==> src/sv/crcp_pkg.sv <==
// ----------------------------------------------------------------------------
// crcp_pkg: shared types and constants
// Record kinds, status codes, parse phases and the byte-wise CRC-16 step.
// ----------------------------------------------------------------------------
`default_nettype none
package crcp_pkg;

  localparam logic [15:0] CRC_POLY     = 16'h1021;
  localparam int unsigned HeaderBytes  = 10;
  localparam int unsigned StepHdrBytes = 8;
  localparam int unsigned MinFileBytes = 14;

  typedef enum logic [1:0] {
    KIND_STEP   = 2'd0,
    KIND_PARAM  = 2'd1,
    KIND_STATUS = 2'd2
  } kind_e;

  typedef enum logic [2:0] {
    ST_OK        = 3'd0,
    ST_SMALL     = 3'd1,
    ST_MAGIC     = 3'd2,
    ST_CRC       = 3'd3,
    ST_STEP_LEN  = 3'd4,
    ST_STEP_MAG  = 3'd5,
    ST_STEP_OVF  = 3'd6
  } status_e;

  typedef enum logic [1:0] {
    PH_HEADER  = 2'd0,
    PH_STEPHDR = 2'd1,
    PH_PARAMS  = 2'd2,
    PH_DONE    = 2'd3
  } phase_e;

  typedef enum logic [1:0] {
    REG_HDR_MAGIC  = 2'd0,
    REG_STEP_MAGIC = 2'd1,
    REG_MAX_STEPS  = 2'd2
  } reg_e;

  // classified byte handed from front to back
  typedef struct packed {
    logic [7:0] data;
    logic       parse;
    logic       eof;
    logic       short_file;
    logic [15:0] eof_crc;
  } job_t;

  typedef struct packed {
    logic [1:0]  record_kind;
    logic [15:0] step_number;
    logic [15:0] step_ident;
    logic [7:0]  action_code;
    logic [7:0]  param_length;
    logic [7:0]  param_position;
    logic [7:0]  param_value;
    logic [2:0]  parse_status;
    logic        last_of_run;
  } rec_t;

  function automatic logic [15:0] crc_step(logic [15:0] crc, logic [7:0] b);
    logic [15:0] c;
    c = crc ^ {b, 8'h00};
    for (int j = 0; j < 8; j++) begin
      c = c[15] ? ({c[14:0], 1'b0} ^ CRC_POLY) : {c[14:0], 1'b0};
    end
    return c;
  endfunction

endpackage
`default_nettype wire

==> src/sv/crcp_if.sv <==
// ----------------------------------------------------------------------------
// crcp_if: valid/ready channel interfaces
// Input byte channel, configuration write channel and record output channel.
// ----------------------------------------------------------------------------
`default_nettype none
interface crcp_in_if;
  logic       valid;
  logic       ready;
  logic [7:0] data_byte;
  logic       end_of_file;
  modport source (output valid, data_byte, end_of_file, input ready);
  modport sink (input valid, data_byte, end_of_file, output ready);
endinterface

interface crcp_cfg_if;
  logic        valid;
  logic        ready;
  logic [1:0]  index;
  logic [31:0] data;
  modport source (output valid, index, data, input ready);
  modport sink (input valid, index, data, output ready);
endinterface

interface crcp_out_if;
  logic        valid;
  logic        ready;
  logic [1:0]  record_kind;
  logic [15:0] step_number;
  logic [15:0] step_ident;
  logic [7:0]  action_code;
  logic [7:0]  param_length;
  logic [7:0]  param_position;
  logic [7:0]  param_value;
  logic [2:0]  parse_status;
  logic        last_of_run;
  modport source (output valid, record_kind, step_number, step_ident, action_code,
                  param_length, param_position, param_value, parse_status,
                  last_of_run, input ready);
  modport sink (input valid, record_kind, step_number, step_ident, action_code,
                param_length, param_position, param_value, parse_status,
                last_of_run, output ready);
endinterface
`default_nettype wire

==> src/sv/crcp_front.sv <==
// ----------------------------------------------------------------------------
// crcp_front: delay line and size counter
// Holds each byte back two places and tags it with the end-of-file facts.
// ----------------------------------------------------------------------------
`default_nettype none
module crcp_front (
  input  wire logic            clk_i,
  input  wire logic            rst_ni,
  input  wire logic            in_valid_i,
  input  wire logic [7:0]      in_data_i,
  input  wire logic            in_eof_i,
  output      logic            in_ready_o,
  output      logic            job_valid_o,
  output      crcp_pkg::job_t  job_o,
  input  wire logic            job_ready_i
);

  logic [31:0] count_q;
  logic [7:0]  d0_q, d1_q;
  logic        acc;

  assign in_ready_o  = job_ready_i;
  assign job_valid_o = in_valid_i;
  assign acc         = in_valid_i && job_ready_i;

  always_comb begin
    job_o.data       = d0_q;
    job_o.parse      = (count_q >= 32'd2);
    job_o.eof        = in_eof_i;
    job_o.short_file = (count_q < 32'(crcp_pkg::MinFileBytes - 1));
    job_o.eof_crc    = {in_data_i, d1_q};
  end

  always_ff @(posedge clk_i or negedge rst_ni) begin
    if (!rst_ni) begin
      count_q <= '0;
      d0_q    <= '0;
      d1_q    <= '0;
    end else if (acc) begin
      if (in_eof_i) begin
        count_q <= '0;
        d0_q    <= '0;
        d1_q    <= '0;
      end else begin
        if (count_q != 32'hFFFF_FFFF) count_q <= count_q + 32'd1;
        d0_q <= d1_q;
        d1_q <= in_data_i;
      end
    end
  end

endmodule
`default_nettype wire

==> src/sv/crcp_fifo.sv <==
// ----------------------------------------------------------------------------
// crcp_fifo: two-entry job queue
// Decouples the front from the back so that each may stall on its own.
// ----------------------------------------------------------------------------
`default_nettype none
module crcp_fifo (
  input  wire logic           clk_i,
  input  wire logic           rst_ni,
  input  wire logic           wr_valid_i,
  input  wire crcp_pkg::job_t wr_job_i,
  output      logic           wr_ready_o,
  output      logic           rd_valid_o,
  output      crcp_pkg::job_t rd_job_o,
  input  wire logic           rd_ready_i
);

  crcp_pkg::job_t mem_q [2];
  logic       wp_q, rp_q;
  logic [1:0] cnt_q;
  logic       wr, rd;

  assign wr_ready_o = (cnt_q != 2'd2);
  assign rd_valid_o = (cnt_q != 2'd0);
  assign rd_job_o   = mem_q[rp_q];
  assign wr = wr_valid_i && wr_ready_o;
  assign rd = rd_valid_o && rd_ready_i;

  always_ff @(posedge clk_i) begin
    if (wr) mem_q[wp_q] <= wr_job_i;
  end

  always_ff @(posedge clk_i or negedge rst_ni) begin
    if (!rst_ni) begin
      wp_q  <= 1'b0;
      rp_q  <= 1'b0;
      cnt_q <= '0;
    end else begin
      if (wr) wp_q <= ~wp_q;
      if (rd) rp_q <= ~rp_q;
      cnt_q <= cnt_q + {1'b0, wr} - {1'b0, rd};
    end
  end

endmodule
`default_nettype wire

==> src/sv/crcp_back.sv <==
// ----------------------------------------------------------------------------
// crcp_back: header and step parser
// Folds each byte into the CRC, parses fields and emits records.
// ----------------------------------------------------------------------------
`default_nettype none
module crcp_back #(
  parameter int unsigned MaxParamBytes = 64
) (
  input  wire logic           clk_i,
  input  wire logic           rst_ni,
  input  wire logic           job_valid_i,
  input  wire crcp_pkg::job_t job_i,
  output      logic           job_ready_o,
  input  wire logic [31:0]    hdr_magic_i,
  input  wire logic [31:0]    step_magic_i,
  input  wire logic [15:0]    max_steps_i,
  output      logic           rec_valid_o,
  output      crcp_pkg::rec_t rec_o,
  input  wire logic           rec_ready_i
);

  crcp_pkg::phase_e phase_q, phase_d;
  logic [31:0] hmagic_q, hmagic_d;
  logic [15:0] hcount_q, hcount_d, hcrcf_q, hcrcf_d;
  logic [15:0] crc_q, crc_d, hcrc_q, hcrc_d, steps_q, steps_d;
  logic [7:0]  fc_q, fc_d;
  logic [31:0] smagic_q, smagic_d;
  logic [15:0] sid_q, sid_d;
  logic [7:0]  act_q, act_d, plen_q, plen_d;
  logic [2:0]  err_q, err_d;

  // two-slot output buffer; slot 0 is head
  crcp_pkg::rec_t obuf_q [2];
  logic [1:0]  ocnt_q;
  logic        take, pop;
  crcp_pkg::rec_t r0, r1;
  logic        e0, e1;
  logic [15:0] crc_n;
  logic [15:0] steps_n;
  logic [2:0]  st;
  logic        hdr_ok;

  assign rec_valid_o = (ocnt_q != 2'd0);
  assign rec_o       = obuf_q[0];
  assign pop         = rec_valid_o && rec_ready_i;
  assign job_ready_o = (ocnt_q == 2'd0) || (ocnt_q == 2'd1 && rec_ready_i);
  assign take        = job_valid_i && job_ready_o;
  assign crc_n       = crcp_pkg::crc_step(crc_q, job_i.data);

  always_comb begin
    phase_d = phase_q; hmagic_d = hmagic_q; hcount_d = hcount_q; hcrcf_d = hcrcf_q;
    crc_d = crc_q; hcrc_d = hcrc_q; steps_d = steps_q; fc_d = fc_q;
    smagic_d = smagic_q; sid_d = sid_q; act_d = act_q; plen_d = plen_q; err_d = err_q;
    e0 = 1'b0; e1 = 1'b0; r0 = '0; r1 = '0; st = crcp_pkg::ST_OK; hdr_ok = 1'b0;
    steps_n = steps_q + 16'd1;
    if (job_i.parse) begin
      crc_d = crc_n;
      case (phase_q)
        crcp_pkg::PH_HEADER: begin
          case (fc_q[3:0])
            4'd0: hmagic_d[7:0]   = job_i.data;
            4'd1: hmagic_d[15:8]  = job_i.data;
            4'd2: hmagic_d[23:16] = job_i.data;
            4'd3: hmagic_d[31:24] = job_i.data;
            4'd6: hcount_d[7:0]   = job_i.data;
            4'd7: begin
              hcount_d[15:8] = job_i.data;
              hcrc_d = crc_n;
            end
            4'd8: hcrcf_d[7:0]   = job_i.data;
            4'd9: hcrcf_d[15:8]  = job_i.data;
            default: ;
          endcase
          fc_d = fc_q + 8'd1;
          if (fc_q == 8'(crcp_pkg::HeaderBytes - 1)) begin
            hdr_ok = (hmagic_q == hdr_magic_i) && (hcount_q <= max_steps_i)
                     && ({job_i.data, hcrcf_q[7:0]} == hcrc_q);
            fc_d = '0;
            phase_d = (!hdr_ok || hcount_q == 16'd0) ? crcp_pkg::PH_DONE
                                                     : crcp_pkg::PH_STEPHDR;
          end
        end
        crcp_pkg::PH_STEPHDR: begin
          case (fc_q[2:0])
            3'd0: smagic_d[7:0]   = job_i.data;
            3'd1: smagic_d[15:8]  = job_i.data;
            3'd2: smagic_d[23:16] = job_i.data;
            3'd3: smagic_d[31:24] = job_i.data;
            3'd4: sid_d[7:0]      = job_i.data;
            3'd5: sid_d[15:8]     = job_i.data;
            3'd6: act_d           = job_i.data;
            default: plen_d       = job_i.data;
          endcase
          fc_d = fc_q + 8'd1;
          if (fc_q == 8'(crcp_pkg::StepHdrBytes - 1)) begin
            fc_d = '0;
            if (smagic_q != step_magic_i) begin
              err_d = crcp_pkg::ST_STEP_MAG; phase_d = crcp_pkg::PH_DONE;
            end else if (job_i.data > 8'(MaxParamBytes)) begin
              err_d = crcp_pkg::ST_STEP_OVF; phase_d = crcp_pkg::PH_DONE;
            end else begin
              e0 = 1'b1;
              r0.record_kind = crcp_pkg::KIND_STEP;
              r0.step_number = steps_q; r0.step_ident = sid_q;
              r0.action_code = act_q; r0.param_length = job_i.data;
              if (job_i.data == 8'd0) begin
                steps_d = steps_n;
                phase_d = (steps_n >= hcount_q) ? crcp_pkg::PH_DONE : crcp_pkg::PH_STEPHDR;
              end else begin
                phase_d = crcp_pkg::PH_PARAMS;
              end
            end
          end
        end
        crcp_pkg::PH_PARAMS: begin
          e0 = 1'b1;
          r0.record_kind = crcp_pkg::KIND_PARAM;
          r0.step_number = steps_q; r0.step_ident = sid_q;
          r0.action_code = act_q; r0.param_length = plen_q;
          r0.param_position = fc_q; r0.param_value = job_i.data;
          fc_d = fc_q + 8'd1;
          if (fc_d >= plen_q) begin
            steps_d = steps_n; fc_d = '0;
            phase_d = (steps_n >= hcount_q) ? crcp_pkg::PH_DONE : crcp_pkg::PH_STEPHDR;
          end
        end
        default: ;
      endcase
    end
    if (job_i.eof) begin
      if (job_i.short_file)                st = crcp_pkg::ST_SMALL;
      else if (hmagic_d != hdr_magic_i)    st = crcp_pkg::ST_MAGIC;
      else if (hcount_d > max_steps_i)     st = crcp_pkg::ST_CRC;
      else if (hcrcf_d != hcrc_d)          st = crcp_pkg::ST_CRC;
      else if (job_i.eof_crc != crc_d)     st = crcp_pkg::ST_CRC;
      else if (err_d != 3'd0)              st = err_d;
      else if (phase_d == crcp_pkg::PH_STEPHDR) st = crcp_pkg::ST_STEP_LEN;
      else if (phase_d == crcp_pkg::PH_PARAMS)  st = crcp_pkg::ST_STEP_OVF;
      else                                 st = crcp_pkg::ST_OK;
      e1 = 1'b1;
      r1.record_kind = crcp_pkg::KIND_STATUS;
      r1.step_number = steps_d;
      r1.parse_status = st;
      r1.last_of_run = 1'b1;
      phase_d = crcp_pkg::PH_HEADER; hmagic_d = '0; hcount_d = '0; hcrcf_d = '0;
      crc_d = '0; hcrc_d = '0; steps_d = '0; fc_d = '0; smagic_d = '0;
      sid_d = '0; act_d = '0; plen_d = '0; err_d = '0;
    end else begin
      r0.last_of_run = 1'b1;
    end
  end

  always_ff @(posedge clk_i or negedge rst_ni) begin
    if (!rst_ni) begin
      phase_q <= crcp_pkg::PH_HEADER;
      hmagic_q <= '0; hcount_q <= '0; hcrcf_q <= '0; crc_q <= '0; hcrc_q <= '0;
      steps_q <= '0; fc_q <= '0; smagic_q <= '0; sid_q <= '0; act_q <= '0;
      plen_q <= '0; err_q <= '0; ocnt_q <= '0;
    end else begin
      if (take) begin
        phase_q <= phase_d; hmagic_q <= hmagic_d; hcount_q <= hcount_d;
        hcrcf_q <= hcrcf_d; crc_q <= crc_d; hcrc_q <= hcrc_d; steps_q <= steps_d;
        fc_q <= fc_d; smagic_q <= smagic_d; sid_q <= sid_d; act_q <= act_d;
        plen_q <= plen_d; err_q <= err_d;
      end
      ocnt_q <= ocnt_q - {1'b0, pop} + {1'b0, take && e0} + {1'b0, take && e1};
    end
  end

  always_ff @(posedge clk_i) begin
    if (take && (e0 || e1)) begin
      if (ocnt_q == 2'd0 || pop) begin
        obuf_q[0] <= e0 ? r0 : r1;
        obuf_q[1] <= r1;
      end else begin
        obuf_q[1] <= e0 ? r0 : r1;
      end
    end else if (pop) begin
      obuf_q[0] <= obuf_q[1];
    end
  end

  assert property (@(posedge clk_i) disable iff (!rst_ni) ocnt_q != 2'd3)
    else $error("output buffer overflow");
  assert property (@(posedge clk_i) disable iff (!rst_ni)
    (take && job_i.eof) |=> (phase_q == crcp_pkg::PH_HEADER && fc_q == 8'd0))
    else $error("stream state not cleared after end of file");
  assert property (@(posedge clk_i) disable iff (!rst_ni)
    (phase_q == crcp_pkg::PH_PARAMS) |-> (fc_q < plen_q))
    else $error("parameter index beyond length");

endmodule
`default_nettype wire

==> src/sv/crc_checked_script_record_parser_top.sv <==
// ----------------------------------------------------------------------------
// crc_checked_script_record_parser_top: checked script record parser
// Parses a CRC-16/XMODEM checked script file byte by byte into records.
// ----------------------------------------------------------------------------
// Usage: send file bytes on in_ch with end_of_file on the last byte. Each
// byte is held back two places so the trailing file CRC is never parsed.
// Step headers and parameter bytes appear on out_ch as records; the request
// carrying end_of_file yields a final status record (last_of_run set).
// Throughput: one request per cycle while out_ch is ready and each causes at
// most one record; a request that causes two (a record and the final status)
// stalls the parser while the two-slot output buffer drains.
// Path: a request's records pass the job queue, the parser and the output
// buffer before they are offered; a byte's own records come with the
// request two places later, as it leaves the front delay line.
// Registers on cfg_ch: 0 header magic, 1 step magic, 2 max steps; write
// only while idle. Reset clears all stream state and loads register
// defaults. When the receiver stalls, the output buffer fills, then the
// queue, then in_ch.ready drops; nothing is lost.
// ----------------------------------------------------------------------------
`default_nettype none
module crc_checked_script_record_parser_top #(
  parameter int unsigned MaxParamBytes = 64
) (
  input wire logic  clk_i,
  input wire logic  rst_ni,
  crcp_in_if.sink   in_ch,
  crcp_cfg_if.sink  cfg_ch,
  crcp_out_if.source out_ch
);

  logic [31:0] hmagic_q, smagic_q;
  logic [15:0] maxs_q;
  logic        fj_valid, fj_ready, bj_valid, bj_ready, rv;
  crcp_pkg::job_t fj, bj;
  crcp_pkg::rec_t rec;

  assign cfg_ch.ready = 1'b1;

  always_ff @(posedge clk_i or negedge rst_ni) begin
    if (!rst_ni) begin
      hmagic_q <= 32'hC0DE_DEAD;
      smagic_q <= '0;
      maxs_q   <= 16'd64;
    end else if (cfg_ch.valid) begin
      case (cfg_ch.index)
        crcp_pkg::REG_HDR_MAGIC:  hmagic_q <= cfg_ch.data;
        crcp_pkg::REG_STEP_MAGIC: smagic_q <= cfg_ch.data;
        crcp_pkg::REG_MAX_STEPS:  maxs_q   <= cfg_ch.data[15:0];
        default: ;
      endcase
    end
  end

  crcp_front u_front (
    .clk_i, .rst_ni,
    .in_valid_i(in_ch.valid), .in_data_i(in_ch.data_byte), .in_eof_i(in_ch.end_of_file),
    .in_ready_o(in_ch.ready), .job_valid_o(fj_valid), .job_o(fj), .job_ready_i(fj_ready)
  );

  crcp_fifo u_fifo (
    .clk_i, .rst_ni,
    .wr_valid_i(fj_valid), .wr_job_i(fj), .wr_ready_o(fj_ready),
    .rd_valid_o(bj_valid), .rd_job_o(bj), .rd_ready_i(bj_ready)
  );

  crcp_back #(.MaxParamBytes(MaxParamBytes)) u_back (
    .clk_i, .rst_ni,
    .job_valid_i(bj_valid), .job_i(bj), .job_ready_o(bj_ready),
    .hdr_magic_i(hmagic_q), .step_magic_i(smagic_q), .max_steps_i(maxs_q),
    .rec_valid_o(rv), .rec_o(rec), .rec_ready_i(out_ch.ready)
  );

  assign out_ch.valid          = rv;
  assign out_ch.record_kind    = rec.record_kind;
  assign out_ch.step_number    = rec.step_number;
  assign out_ch.step_ident     = rec.step_ident;
  assign out_ch.action_code    = rec.action_code;
  assign out_ch.param_length   = rec.param_length;
  assign out_ch.param_position = rec.param_position;
  assign out_ch.param_value    = rec.param_value;
  assign out_ch.parse_status   = rec.parse_status;
  assign out_ch.last_of_run    = rec.last_of_run;

endmodule
`default_nettype wire
==> src/flat_wrapper.sv <==
// flat-port wrapper written by rule: the top's interface ports become plain ports
module crc_checked_script_record_parser_top_flat 
#(
  parameter int unsigned MaxParamBytes = 64
)
  (clk_i, rst_ni, in_ch_valid, in_ch_data_byte, in_ch_end_of_file, in_ch_ready, cfg_ch_valid, cfg_ch_index, cfg_ch_data, cfg_ch_ready, out_ch_valid, out_ch_record_kind, out_ch_step_number, out_ch_step_ident, out_ch_action_code, out_ch_param_length, out_ch_param_position, out_ch_param_value, out_ch_parse_status, out_ch_last_of_run, out_ch_ready);
  crcp_in_if in_ch_i ();
  crcp_cfg_if cfg_ch_i ();
  crcp_out_if out_ch_i ();
  input wire logic clk_i;
  input wire logic rst_ni;
  input wire logic [$bits(in_ch_i.valid)-1:0] in_ch_valid;
  input wire logic [$bits(in_ch_i.data_byte)-1:0] in_ch_data_byte;
  input wire logic [$bits(in_ch_i.end_of_file)-1:0] in_ch_end_of_file;
  output wire logic [$bits(in_ch_i.ready)-1:0] in_ch_ready;
  input wire logic [$bits(cfg_ch_i.valid)-1:0] cfg_ch_valid;
  input wire logic [$bits(cfg_ch_i.index)-1:0] cfg_ch_index;
  input wire logic [$bits(cfg_ch_i.data)-1:0] cfg_ch_data;
  output wire logic [$bits(cfg_ch_i.ready)-1:0] cfg_ch_ready;
  output wire logic [$bits(out_ch_i.valid)-1:0] out_ch_valid;
  output wire logic [$bits(out_ch_i.record_kind)-1:0] out_ch_record_kind;
  output wire logic [$bits(out_ch_i.step_number)-1:0] out_ch_step_number;
  output wire logic [$bits(out_ch_i.step_ident)-1:0] out_ch_step_ident;
  output wire logic [$bits(out_ch_i.action_code)-1:0] out_ch_action_code;
  output wire logic [$bits(out_ch_i.param_length)-1:0] out_ch_param_length;
  output wire logic [$bits(out_ch_i.param_position)-1:0] out_ch_param_position;
  output wire logic [$bits(out_ch_i.param_value)-1:0] out_ch_param_value;
  output wire logic [$bits(out_ch_i.parse_status)-1:0] out_ch_parse_status;
  output wire logic [$bits(out_ch_i.last_of_run)-1:0] out_ch_last_of_run;
  input wire logic [$bits(out_ch_i.ready)-1:0] out_ch_ready;
  assign in_ch_i.valid = in_ch_valid;
  assign in_ch_i.data_byte = in_ch_data_byte;
  assign in_ch_i.end_of_file = in_ch_end_of_file;
  assign in_ch_ready = in_ch_i.ready;
  assign cfg_ch_i.valid = cfg_ch_valid;
  assign cfg_ch_i.index = cfg_ch_index;
  assign cfg_ch_i.data = cfg_ch_data;
  assign cfg_ch_ready = cfg_ch_i.ready;
  assign out_ch_valid = out_ch_i.valid;
  assign out_ch_record_kind = out_ch_i.record_kind;
  assign out_ch_step_number = out_ch_i.step_number;
  assign out_ch_step_ident = out_ch_i.step_ident;
  assign out_ch_action_code = out_ch_i.action_code;
  assign out_ch_param_length = out_ch_i.param_length;
  assign out_ch_param_position = out_ch_i.param_position;
  assign out_ch_param_value = out_ch_i.param_value;
  assign out_ch_parse_status = out_ch_i.parse_status;
  assign out_ch_last_of_run = out_ch_i.last_of_run;
  assign out_ch_i.ready = out_ch_ready;
  crc_checked_script_record_parser_top #(.MaxParamBytes(MaxParamBytes)) u_core (.clk_i(clk_i), .rst_ni(rst_ni), .in_ch(in_ch_i), .cfg_ch(cfg_ch_i), .out_ch(out_ch_i));
endmodule
==> config.mk <==
export PLATFORM = sky130hd
export DESIGN_NAME = crc_checked_script_record_parser_top_flat
export DESIGN_NICKNAME = d
export VERILOG_FILES = /design/src/sv/crcp_pkg.sv /design/src/sv/crcp_if.sv /design/src/sv/crcp_front.sv /design/src/sv/crcp_fifo.sv /design/src/sv/crcp_back.sv /design/src/sv/crc_checked_script_record_parser_top.sv /design/src/flat_wrapper.sv
export SDC_FILE = /design/constraint.sdc
export NUM_CORES = 1
export LEC_CHECK = 0
export ABC_AREA = 0
export BUFFER_PORTS_ARGS = -buffer_cell sky130_fd_sc_hd__buf_2
export CORE_ASPECT_RATIO = 2
export CORE_MARGIN = 2
export CORE_UTILIZATION = 55
export DETAILED_ROUTE_END_ITERATION = 6
export GPL_TIMING_DRIVEN = 0
export PLACE_DENSITY = 0.75
export SYNTH_ARGS = -nofsm -noshare
export SYNTH_HDL_FRONTEND = slang
export SYNTH_SLANG_ARGS = --single-unit
==> constraint.sdc <==
create_clock -name clk_i -period 6.7 [get_ports clk_i]
set_input_delay 0.67 -clock clk_i [delete_from_list [all_inputs] [get_ports clk_i]]
set_output_delay 0.67 -clock clk_i [all_outputs]
set_load 0.01 [all_outputs]
## Word level (Yosys, flattened, before mapping)

Memory sizes are Yosys's and may differ from the RTL's.
Index checks and enable logic that the tools add are counted.

- Add/sub/neg operators: 8
- $lt $le $gt $ge: 7
- Equality and inequality tests: 31
- Mux-type cells: 123
- Bitwise gates (word level): 13
- Reductions and logical operators: 49

Operators by type and width:

| operator | number |
|---|---|
| $mux W16 | 23 |
| $mux W32 | 8 |
| $mux W8 | 29 |
| $mux W70 | 3 |
| $mux W48 | 3 |
| $mux W13 | 8 |
| $pmux W50 S2 | 1 |
| $mux W66 | 1 |
| $ne A32 B32 Y1 | 2 |
| $mux W3 | 14 |
| $add A32 B1 Y32 const B | 1 |
| $eq A32 B32 Y1 | 1 |
| $ge A32 B2 Y1 const B | 1 |
| $lt A32 B4 Y1 const B | 1 |
| $ne A16 B16 Y1 | 2 |
| $ne A32 B32 Y1 const B | 1 |
| $pmux W16 S2 | 1 |
| $reduce_and A4 Y1 | 8 |
| $not A3 Y3 | 8 |
| $pmux W8 S3 | 1 |
| $reduce_bool A2 Y1 | 12 |
| $mux W2 | 10 |
| $mux W18 | 1 |
| $mux W1 | 17 |
| 42 further kinds | 74 |

- Register bits after elaboration: 323
- Memory bits (writable): 194
- Input port bits: 48
- Output and inout bits: 73
- Logic and storage cells: 260
- Memories: 2

Memory list:

| memory | depth | bits a word | read ports | clocked after Yosys merged registers in | write ports | RTL line | text |
|---|---|---|---|---|---|---|---|
| u_core.u_back.obuf_q | 2 | 70 | 2 | 0 | 2 | crcp_back.sv:33 | `crcp_pkg::rec_t obuf_q [2];` |
| u_core.u_fifo.mem_q | 2 | 27 | 1 | 0 | 1 | crcp_fifo.sv:17 | `crcp_pkg::job_t mem_q [2];` |

## Logic depth before layout (Yosys ltp)

Gate-level depths: netlist of the first run.
An unclocked memory read counts as a cell.

- Depth in word-level cells: 29
- Depth in mapped cells: 22
- Gate-level depth less buffers: 21

## By module

A second synthesis of the first run with hierarchy kept.

- Cell total of the unflattened synthesis: 2822
- Area, all modules: 28494.8 µm²

Modules (own cells, without submodules):

| module | instances | cells each | area each (µm²) | seq. area each (µm²) |
|---|---|---|---|---|
| crcp_back | 1 | 2223 | 20463.4 | 8983.6 |
| crc_checked_script_record_parser_top | 1 | 172 | 3015.4 | 2026.9 |
| crcp_front | 1 | 326 | 2857.7 | 1201.2 |
| crcp_fifo | 1 | 101 | 2158.3 | 1721.7 |

## Least setup slack after synthesis of the first run

No wires, ideal clock.

- Path kind: register to register
- From: register u_core.u_fifo.rp_q
- To: memory u_core.u_back.obuf_q[0][3] (netlist name), data pin
- Library setup time: 0.257 ns
- Arrival time: 7.031 ns
- Required time: 6.443 ns
- Slack: -0.587 ns
- Stages on the path, launching flop included: 18
- Buffers on the path: 4
- Period minus slack after synthesis: 7.287 ns
- Cell sequence: dfrtp_1 > buf_6 > mux2_2 > nor3_1 > o21ai_1 > nand2b_1 > nor2_1 > o21a_1 > clkinv_1 > clkbuf_1 > ha_1 > nor2_1 > xnor2_1 > nor2_1 > clkbuf_1 > buf_1 > nor2_1 > a32o_1

RTL lines:

| element | RTL line | text |
|---|---|---|
| from (decl) | crcp_fifo.sv:18 | `logic wp_q, rp_q;` |
| from (signal assigned) | crcp_fifo.sv:39 | `if (rd) rp_q <= ~rp_q;` |
| to (decl) | crcp_back.sv:33 |  |

==> results of run 1 <==
## sequential cells by signal, indices dropped and copies added (netlist names), 32 cells and up
| register | count |
|---|---|
| u_core.u_fifo.mem_q | 54 |
| u_core.smagic_q | 32 |
| u_core.u_back.obuf_q | 140 |
| u_core.u_front.count_q | 32 |
| u_core.u_back.smagic_q | 32 |
| u_core.hmagic_q | 32 |
| u_core.u_back.hmagic_q | 32 |
## stage by stage
step                      cell area (um^2)  total power [uW]  utilization  hold WS [ns]
after floorplan                      27410              8051            -        0.3744
after detailed placement             28990             10230       0.5891        0.4631
after global routing                 30650             13690       0.6228       0.02362
final                                30650             13210       0.6228     -0.008562
after global placement               28810             10110       0.5854        0.4514
after CTS                            30640             13140       0.6226      0.002926
## cell type report
class                      count  area [um^2]  share of cell area
tap                          643        804.5             0.02625
multi-input combinational   1771        12140              0.3961
timing repair buffer         126        767.0             0.02502
clock inverter                32        406.6             0.01327
sequential                   517        13930              0.4546
buffer                       197         1061             0.03462
clock buffer                  54         1226             0.04001
inverter                      82        311.5             0.01016
## what timing repair did
action,in CTS,in global routing
endpoints found under the hold margin,0,0
endpoints found under the setup margin,99,57
gates resized for setup,5,5
## worst max path at each step
stage / startpoint / to / slack [ns] / cells past startpoint
global route: u_core.smagic_q[21]$_DFFE_PN0P_ / u_core.u_back.obuf_q[0][46]$_DFFE_PP_ / 0.03 / 19
CTS: u_core.u_fifo.rp_q$_DFFE_PN0P_ / u_core.u_back.obuf_q[0][131]$_DFFE_PP_ / 0.02 / 19
finish: u_core.u_back.smagic_q[21]$_DFFE_PN0P_ / u_core.u_back.obuf_q[0][46]$_DFFE_PP_ / 0.19 / 19
detailed placement: u_core.u_fifo.rp_q$_DFFE_PN0P_ / u_core.u_back.obuf_q[0][34]$_DFFE_PP_ / -0.79 / 19
floorplan: u_core.u_fifo.rp_q$_DFFE_PN0P_ / u_core.u_back.obuf_q[0][3]$_DFFE_PP_ / 0.62 / 17
global placement: u_core.u_fifo.rp_q$_DFFE_PN0P_ / u_core.u_back.obuf_q[0][27]$_DFFE_PP_ / -2.90 / 18
## worst max-delay path: stages, from the launching register on
cell and delay [ns]:
dfrtp_1 0.41, xor2_1 0.15, nor4_1 0.44, nand4_1 0.20, nor2_1 0.56, nand2b_1 0.28, nor2_2 0.39, o21a_2 0.36
clkinvlp_4 0.29, clkbuf_1 0.29, ha_1 0.30, nor2_4 0.36, buf_12 0.25, xnor2_1 0.11, nor2_2 0.41, clkbuf_2 0.45
buf_2 0.43, clkbuf_1 0.40, nand2_1 0.11, o21ai_0 0.10
## metal layers
| layer | vias up | track usage |
|---|---|---|
| li1 | 9494 | - |
| met5 | - | 0 |
| met2 | 908 | 0.6483 |
| met1 | 10277 | 0.3392 |
| met4 | 2 | 0.3032 |
| met3 | 403 | 0.04552 |
## cells by family (layout without fill, tap and decap cells)
family                   after synthesis  after routing  synth area share
AND/OR/NAND/NOR                      770            770            0.1363
multiplexers                         143            143           0.05799
adder cells (fa/ha/maj)               76             76           0.03498
XOR/XNOR                             245            245           0.08479
buffers and inverters                279            491           0.04981
flip-flops                           517            517            0.5085
AO/OA/AOI/OAI                        536            536            0.1275
other                                  1              1         0.0001368
## placed cells by master (no fill, tap or decap), drive strengths merged, types with 7 or more instances in the layout
| cell type | n |
|---|---|
| nor2 | 150 |
| nand2 | 268 |
| edfxtp | 194 |
| o21a | 10 |
| a22oi | 17 |
| dfrtp | 303 |
| a21o | 17 |
| nand3 | 95 |
| inv | 88 |
| and3 | 38 |
| o21ai | 235 |
| nor3 | 31 |
| a32oi | 7 |
| mux2 | 94 |
| a22o | 112 |
| clkinv | 13 |
| nor3b | 7 |
| dfstp | 20 |
| mux2i | 49 |
| a32o | 8 |
| nor4 | 52 |
| ha | 75 |
| nand2b | 18 |
| and2 | 15 |
| buf | 221 |
| clkinvlp | 7 |
| nand4 | 32 |
| xor2 | 117 |
| nor2b | 28 |
| xnor3 | 7 |
| o22ai | 9 |
| a31oi | 11 |
| nand3b | 8 |
| a21oi | 58 |
| xnor2 | 120 |
| or3 | 13 |
| clkbuf | 156 |
## report_power, final
group / switching [uW] / internal (uW) / total, uW
Combinational: 3700 / 1990 / 5690
Clock: 1330 / 1580 / 2910
Sequential: 452 / 4150 / 4600
==> key figures, run 1 <==
Run status
  • Result of the run: complete, but fails checks
  • Violated checks: negative hold slack

Floorplanning
  • Top Ports: 121
  • Initial core utilization: 0.5569
  • Die width: 161.8 um
  • Floorplan core area: 49,210 um^2
  • # rows: 115
  • Y dimension of the die: 319.7 um
  • Die Outline Area: 51,730 um^2

Run
  • Total of max-cap violations: 0

Power
  • Power Dens Cells: 430.9 nW/um^2
  • Cell leakage power: 0.01295 uW
  • Maximum ir drop on the vdd rail: 0.3455 mV

Cells and area
  • Fill cell count: 4,086
  • Fin cells: 3,422
  • Layout overhead on the synthesized area: 11.85%
  • Share of layout cells above drive strength 1: 0.1608
  • Number of nets in the finished design: 2,865
  • Number of diodes added for antenna fixing: 0

Routing
  • Number of detailed-routing iterations run before antenna repair: 5
  • Wirelength, routed: between 90,000 and 100,000 um
  • Post-route DRC violation count: 0
  • Starting DRT DRC Count: 1,534
  • Topmost layer with routed signal wires: met5
  • Average wire per standard cell: 26.51 um
  • Final ANT Viol Nets: 0
  • Average vias per placed instance: 6.161
  • Detailed-route via count: ~21,000
  • Met3 Routed Length: 4102 um
  • WL met2: 47,650 um
  • Wire length on met1: 28,950 um

STA
  • Hold_ws: -0.008562 ns
  • Final setup violation count: 0
  • Post-layout worst setup margin: 0.1936 ns
  • Transition time of the tightest slew-check pin: 1.377 ns
  • Unrepaired setup endpoints after global routing: false
  • Worst slew slack as a fraction of its limit: 0.06407
  • Post-Route Setup TNS: 0 ns
  • Portion of the clock cycle consumed by the worst path in the final layout: 0.9711
  • Clock skew after layout: between 0.02 and 0.03 ns
  • Post-route minimum period: 6.506 ns
  • Fmax achieved: 153.7 MHz
  • Pins Over Slew Limit: 0
  • Final-report hold violation count: 5

Clock tree
  • Level count of the clock H-tree: 2
  • Worst skew pair latency: just over 0.6 ns
  • Number of buffers created by CTS: 46
  • Maximum clock insertion buffer count: 3
  • Clock tree root driver cell: clkbuf_16
  • Clock tree from TritonCTS: yes
  • Clock edge transition at the registers on the reported setup and hold paths: ~0.07 ns
  • CTS sink count: a little over 500
  • Setup repair bufs after CTS: 0
  • Hold_buf cts: 0

Logic synthesis
  • List of most frequent post-synthesis cells: 303 x dfrtp_1, 268 x nand2_1, 223 x o21ai_0, 194 x edfxtp_1, 150 x nor2_1
  • Post-synthesis sequential area ratio: 0.5085
  • Post-synthesis cell type with the largest combined area: dfrtp_1
  • Count of synthesis-stage warnings from yosys: 0
  • Prevailing post-synth register cell: dfrtp_1
  • Most used standard cell by instance count after synthesis: dfrtp_1
  • Share of Yosys cell area claimed by the top area cell type: 0.2767
  • Synthesized cell area: approximately 27,000 um^2
  • Post-Syn Area per Cell: 10.67 um^2
  • Top cells by area in the synthesized netlist: dfrtp_1 28%, edfxtp_1 21%, o21ai_0 4.1%, mux2_2 3.8%, xnor2_1 3.7%
  • Flip-flop and latch count after synthesis: approximately 520
  • Cells after synthesis: between 2,000 and 3,000
  • Total nets after synthesis: 2,691
  • Ys async rst share: 0.6248
  • Number of enable-type register cells in the synthesized netlist: 194
  • Post-synth cell types: 81

Global routing
  • Congestion Overflow GR: 0
  • Initial antenna violation count: 1
  • Number of global-route vias before repair: 21,751
  • First-pass GRT wire length: 133,500 um
  • Global-route usage over all layers: 0.3523
  • Maximum number of pins on one net before global-route repair: 127

Setup path
  • Worst Path Max Fanout: 29
  • Critical path start-end classification: reg2reg
  • Endpoint type of the worst setup path: register
  • Req. time, crit path: 7.15 ns
  • Reg2reg setup slack: 0.19 ns
  • End of the worst register-to-register path: u_core.u_back.obuf_q[0][46]$_DFFE_PP_
  • Worst r2r path cells: 19
  • Critical path startpoint category: register
  • Start of the worst register-to-register path: u_core.u_back.smagic_q[21]$_DFFE_PN0P_
  • Critical path arrival: between 6 and 7 ns

Min path
  • Hold Path Class: in2async

Placement
  • Global placer's final weighted congestion: 1.007
  • Total of buffers placed on input and output ports: 119
  • Estimated wirelength of the detail-placed design: roughly 70,000 um
  • Placed cell count: 3,336
  • Pre-CTS setup slack: -0.7883 ns
Power figures use the tool's default switching activity.
==> inputs of run 2 (changes only) <==
--- a/config.mk
+++ b/config.mk
@@ -11,8 +11,8 @@
 export CORE_MARGIN = 2
 export CORE_UTILIZATION = 55
 export DETAILED_ROUTE_END_ITERATION = 6
-export GPL_TIMING_DRIVEN = 0
 export PLACE_DENSITY = 0.75
+export REMOVE_ABC_BUFFERS = 1
 export SYNTH_ARGS = -nofsm -noshare
 export SYNTH_HDL_FRONTEND = slang
 export SYNTH_SLANG_ARGS = --single-unit
==> run 2 against run 1 <==
Via count decreased by 3.5%. Power decreased by 4.3%. First-iteration DRC count decreased by 5.6%. Setup slack improved by 1.2 ns. Sequential cell count stayed put. Clock skew grew 0.0036 ns. Clock power is essentially flat. Critical path depth is 7 lower. Global-route usage down 3.2 points. The flow now finishes without violations. Critical path type unchanged.
==> key figures, run 2 (synthesized netlist as in run 1, its figures left out) <==
Cells and area
  • Share of layout cells above drive strength 1: 0.1465
  • Fin cells: 3,257
  • Area taken by multi-input logic gates: 12,160 um^2
  • Most flops, register: u_core.u_back.obuf_q
  • Number of nets in the finished design: about 2,700
  • Final instance area: ~30,000 um^2
  • Layout overhead on the synthesized area: 8.598%
  • Most frequent cells in the layout: 302 x dfrtp_1, 267 x nand2_1, 223 x o21ai_0, 194 x edfxtp_1, 146 x nor2_1
  • Storage cell area: about 14,000 um^2
  • Fill cell count: 4,158
  • Leading cell type in the layout, fill and taps excluded: dfrtp_1
  • Number of diodes added for antenna fixing: 0
  • Flip-flop count of the largest register, all copies and words added: between 100 and 150
  • Biggest registers after layout: u_core.u_back.obuf_q x140, u_core.u_fifo.mem_q x54

Setup path
  • CP max-delay cell: or2_4
  • End of the worst register-to-register path: u_core.u_back.obuf_q[0][39]$_DFFE_PP_
  • Worst Path Max Fanout: 71
  • Delay of the slowest critical-path stage: 0.88 ns
  • Reg2reg setup slack: 1.41 ns
  • Critical path start-end classification: reg2reg
  • Cell Chain, Critical Path: xor2_1, nor4_1, nand4_1, nor2_1, nand2b_1, nor2_1, o21a_1, clkinv_1, ha_1, nor2_4, buf_4, or2_4
  • Start of the worst register-to-register path: u_core.smagic_q[12]$_DFFE_PN0P_
  • Worst path most repeated cell: nor2_1
  • Worst r2r path cells: 12
  • Critical path arrival: 5.51 ns
  • Endpoint type of the worst setup path: register
  • Req. time, crit path: approximately 6.9 ns
  • Critical path startpoint category: register

Power
  • Maximum ir drop on the vdd rail: between 0.3 and 0.4 mV
  • Overall power of the completed layout: 12,640 uW
  • Switching part of the total power: 0.4090
  • Switching component of the power: 5171 uW
  • Cell leakage power: 0.01250 uW
  • Portion of total power attributed to sequential cells: 0.373
  • Power Dens Cells: 424.9 nW/um^2
  • Clock share of power: 0.229
  • Part of the power in combinational logic: 0.398
  • Pint: 7473 uW

Global routing
  • Global-route usage over all layers: 0.3200
  • First-pass GRT wire length: 124,500 um
  • Maximum number of pins on one net before global-route repair: around 150
  • Initial antenna violation count: 1
  • Number of global-route vias before repair: 20,691
  • Congestion Overflow GR: 0

STA
  • Post-Route Setup TNS: 0 ns
  • Final-report hold violation count: 0
  • Fmax achieved: 189.1 MHz
  • Portion of the clock cycle consumed by the worst path in the final layout: 0.7891
  • Clock skew after layout: 0.03332 ns
  • Transition time of the tightest slew-check pin: 1.203 ns
  • Pins Over Slew Limit: 0
  • Final setup violation count: 0
  • Unrepaired setup endpoints after global routing: false
  • Worst slew slack as a fraction of its limit: 0.1927
  • Post-route minimum period: 5.287 ns

Clock tree
  • Clock tree root driver cell: clkbuf_16
  • Maximum clock insertion buffer count: 3
  • Number of buffers created by CTS: 47
  • Clock edge transition at the registers on the reported setup and hold paths: about 0.07 ns
  • Worst skew pair latency: slightly above 0.6 ns
  • Level count of the clock H-tree: 2
  • Hold_buf cts: 0
  • CTS sink count: 517
  • Clock tree from TritonCTS: yes
  • CTS resizes: 0
  • Setup repair bufs after CTS: 0

Placement
  • Estimated wirelength of the detail-placed design: 61,230 um
  • Placed cell count: 3,169
  • Global placer's final weighted congestion: ~1
  • Total of buffers placed on input and output ports: approximately 120
  • Total placed instance area: around 28,000 um^2

Routing
  • Average wire per standard cell: 25.26 um
  • Average vias per placed instance: 6.245
  • Number of detailed-routing iterations run before antenna repair: 5
  • Starting DRT DRC Count: 1,448
  • Post-route DRC violation count: 0
  • Wirelength, routed: 82,270 um
  • Final ANT Viol Nets: 0
  • Detailed-route via count: between 20,000 and 25,000

Floorplanning
  • Top Ports: roughly 120
  • Die Outline Area: 51,730 um^2
  • Floorplan core area: 49,210 um^2
  • Die width: about 160 um
  • Initial core utilization: 0.5569
  • # rows: roughly 120
  • Y dimension of the die: 319.7 um

Run
  • Total of max-cap violations: 0

Min path
  • Hold Path Class: in2async

Run status
  • Result of the run: complete, no violations
run 2: changes by cell type in the layout (fill, tap and decap cells not counted), sizes merged:
| cell | change |
|---|---|
| buf | -65 |
| clkinvlp | -1 |
| inv | -5 |
| bufinv | -2 |
| clkinv | +3 |
| clkbuf | -95 |
run 2: cell type report:
cell class	instances	area share
Clock inverter	27	0.01034
Timing Repair Buffer	156	0.03010
Inverter	82	0.01034
Tap cell	643	0.02704
Clock buffer	61	0.04545
Multi-Input combinational cell	1771	0.4085
Sequential cell	517	0.4683
run 2: layer usage:
metal | track usage | vias to the layer above | wire length (um)
li1 | - | 9144 | -
met1 | 0.3230 | 9994 | 27080
met2 | 0.5775 | 836 | 42950
met3 | 0.03994 | 365 | 3897
met4 | 0.2673 | 0 | 8335
met5 | 0 | - | 0
run 2: worst max path at each step:
stage / cells after the start / end / slack (ns) / start
after floorplan: 13 / u_core.u_back.obuf_q[0][128]$_DFFE_PP_ / -5.76 / u_core.u_fifo.rp_q$_DFFE_PN0P_
after global placement: 12 / u_core.u_back.obuf_q[0][38]$_DFFE_PP_ / 1.60 / u_core.smagic_q[12]$_DFFE_PN0P_
after detailed placement: 12 / u_core.u_back.obuf_q[0][40]$_DFFE_PP_ / 1.47 / u_core.smagic_q[12]$_DFFE_PN0P_
after CTS: 12 / u_core.u_back.obuf_q[0][39]$_DFFE_PP_ / 1.45 / u_core.u_back.smagic_q[21]$_DFFE_PN0P_
after global routing: 15 / u_core.u_back.obuf_q[0][82]$_SDFFCE_PP0P_ / 1.13 / u_core.u_back.smagic_q[21]$_DFFE_PN0P_
final: 12 / u_core.u_back.obuf_q[0][39]$_DFFE_PP_ / 1.41 / u_core.smagic_q[12]$_DFFE_PN0P_
run 2: power by group through the flow:
stage | Combinational [uW] | Clock [uW] | Sequential (uW)
2_1_floorplan | 2930 | 0 | 4740
3_3_place_gp | 4880 | 0 | 4730
3_5_place_dp | 4950 | 0 | 4770
4_1_cts | 4970 | 2930 | 4710
5_1_grt | 5320 | 3040 | 4780
6_report | 5030 | 2900 | 4720
run 2: stage by stage:
step	utilization	hold slack (ns)	setup WS, ns
global route	0.6047	0.05173	1.134
floorplan	-	0.3744	-5.763
CTS	0.6047	0.02414	1.451
detailed placement	0.5710	0.4678	1.468
global placement	0.5710	0.4513	1.598
finish	0.6047	0.01926	1.413
run 2: worst max-delay path: cells and delay by family (launching register included):
kind	cells	cell delay (ns)
buffers and inverters	2	0.83
AOI/OAI and AO/OA	1	0.21
xor gates and xnor gates	1	0.16
and+or+nand+nor	7	2.90
DFF	1	0.39
adders and majority gates	1	0.24
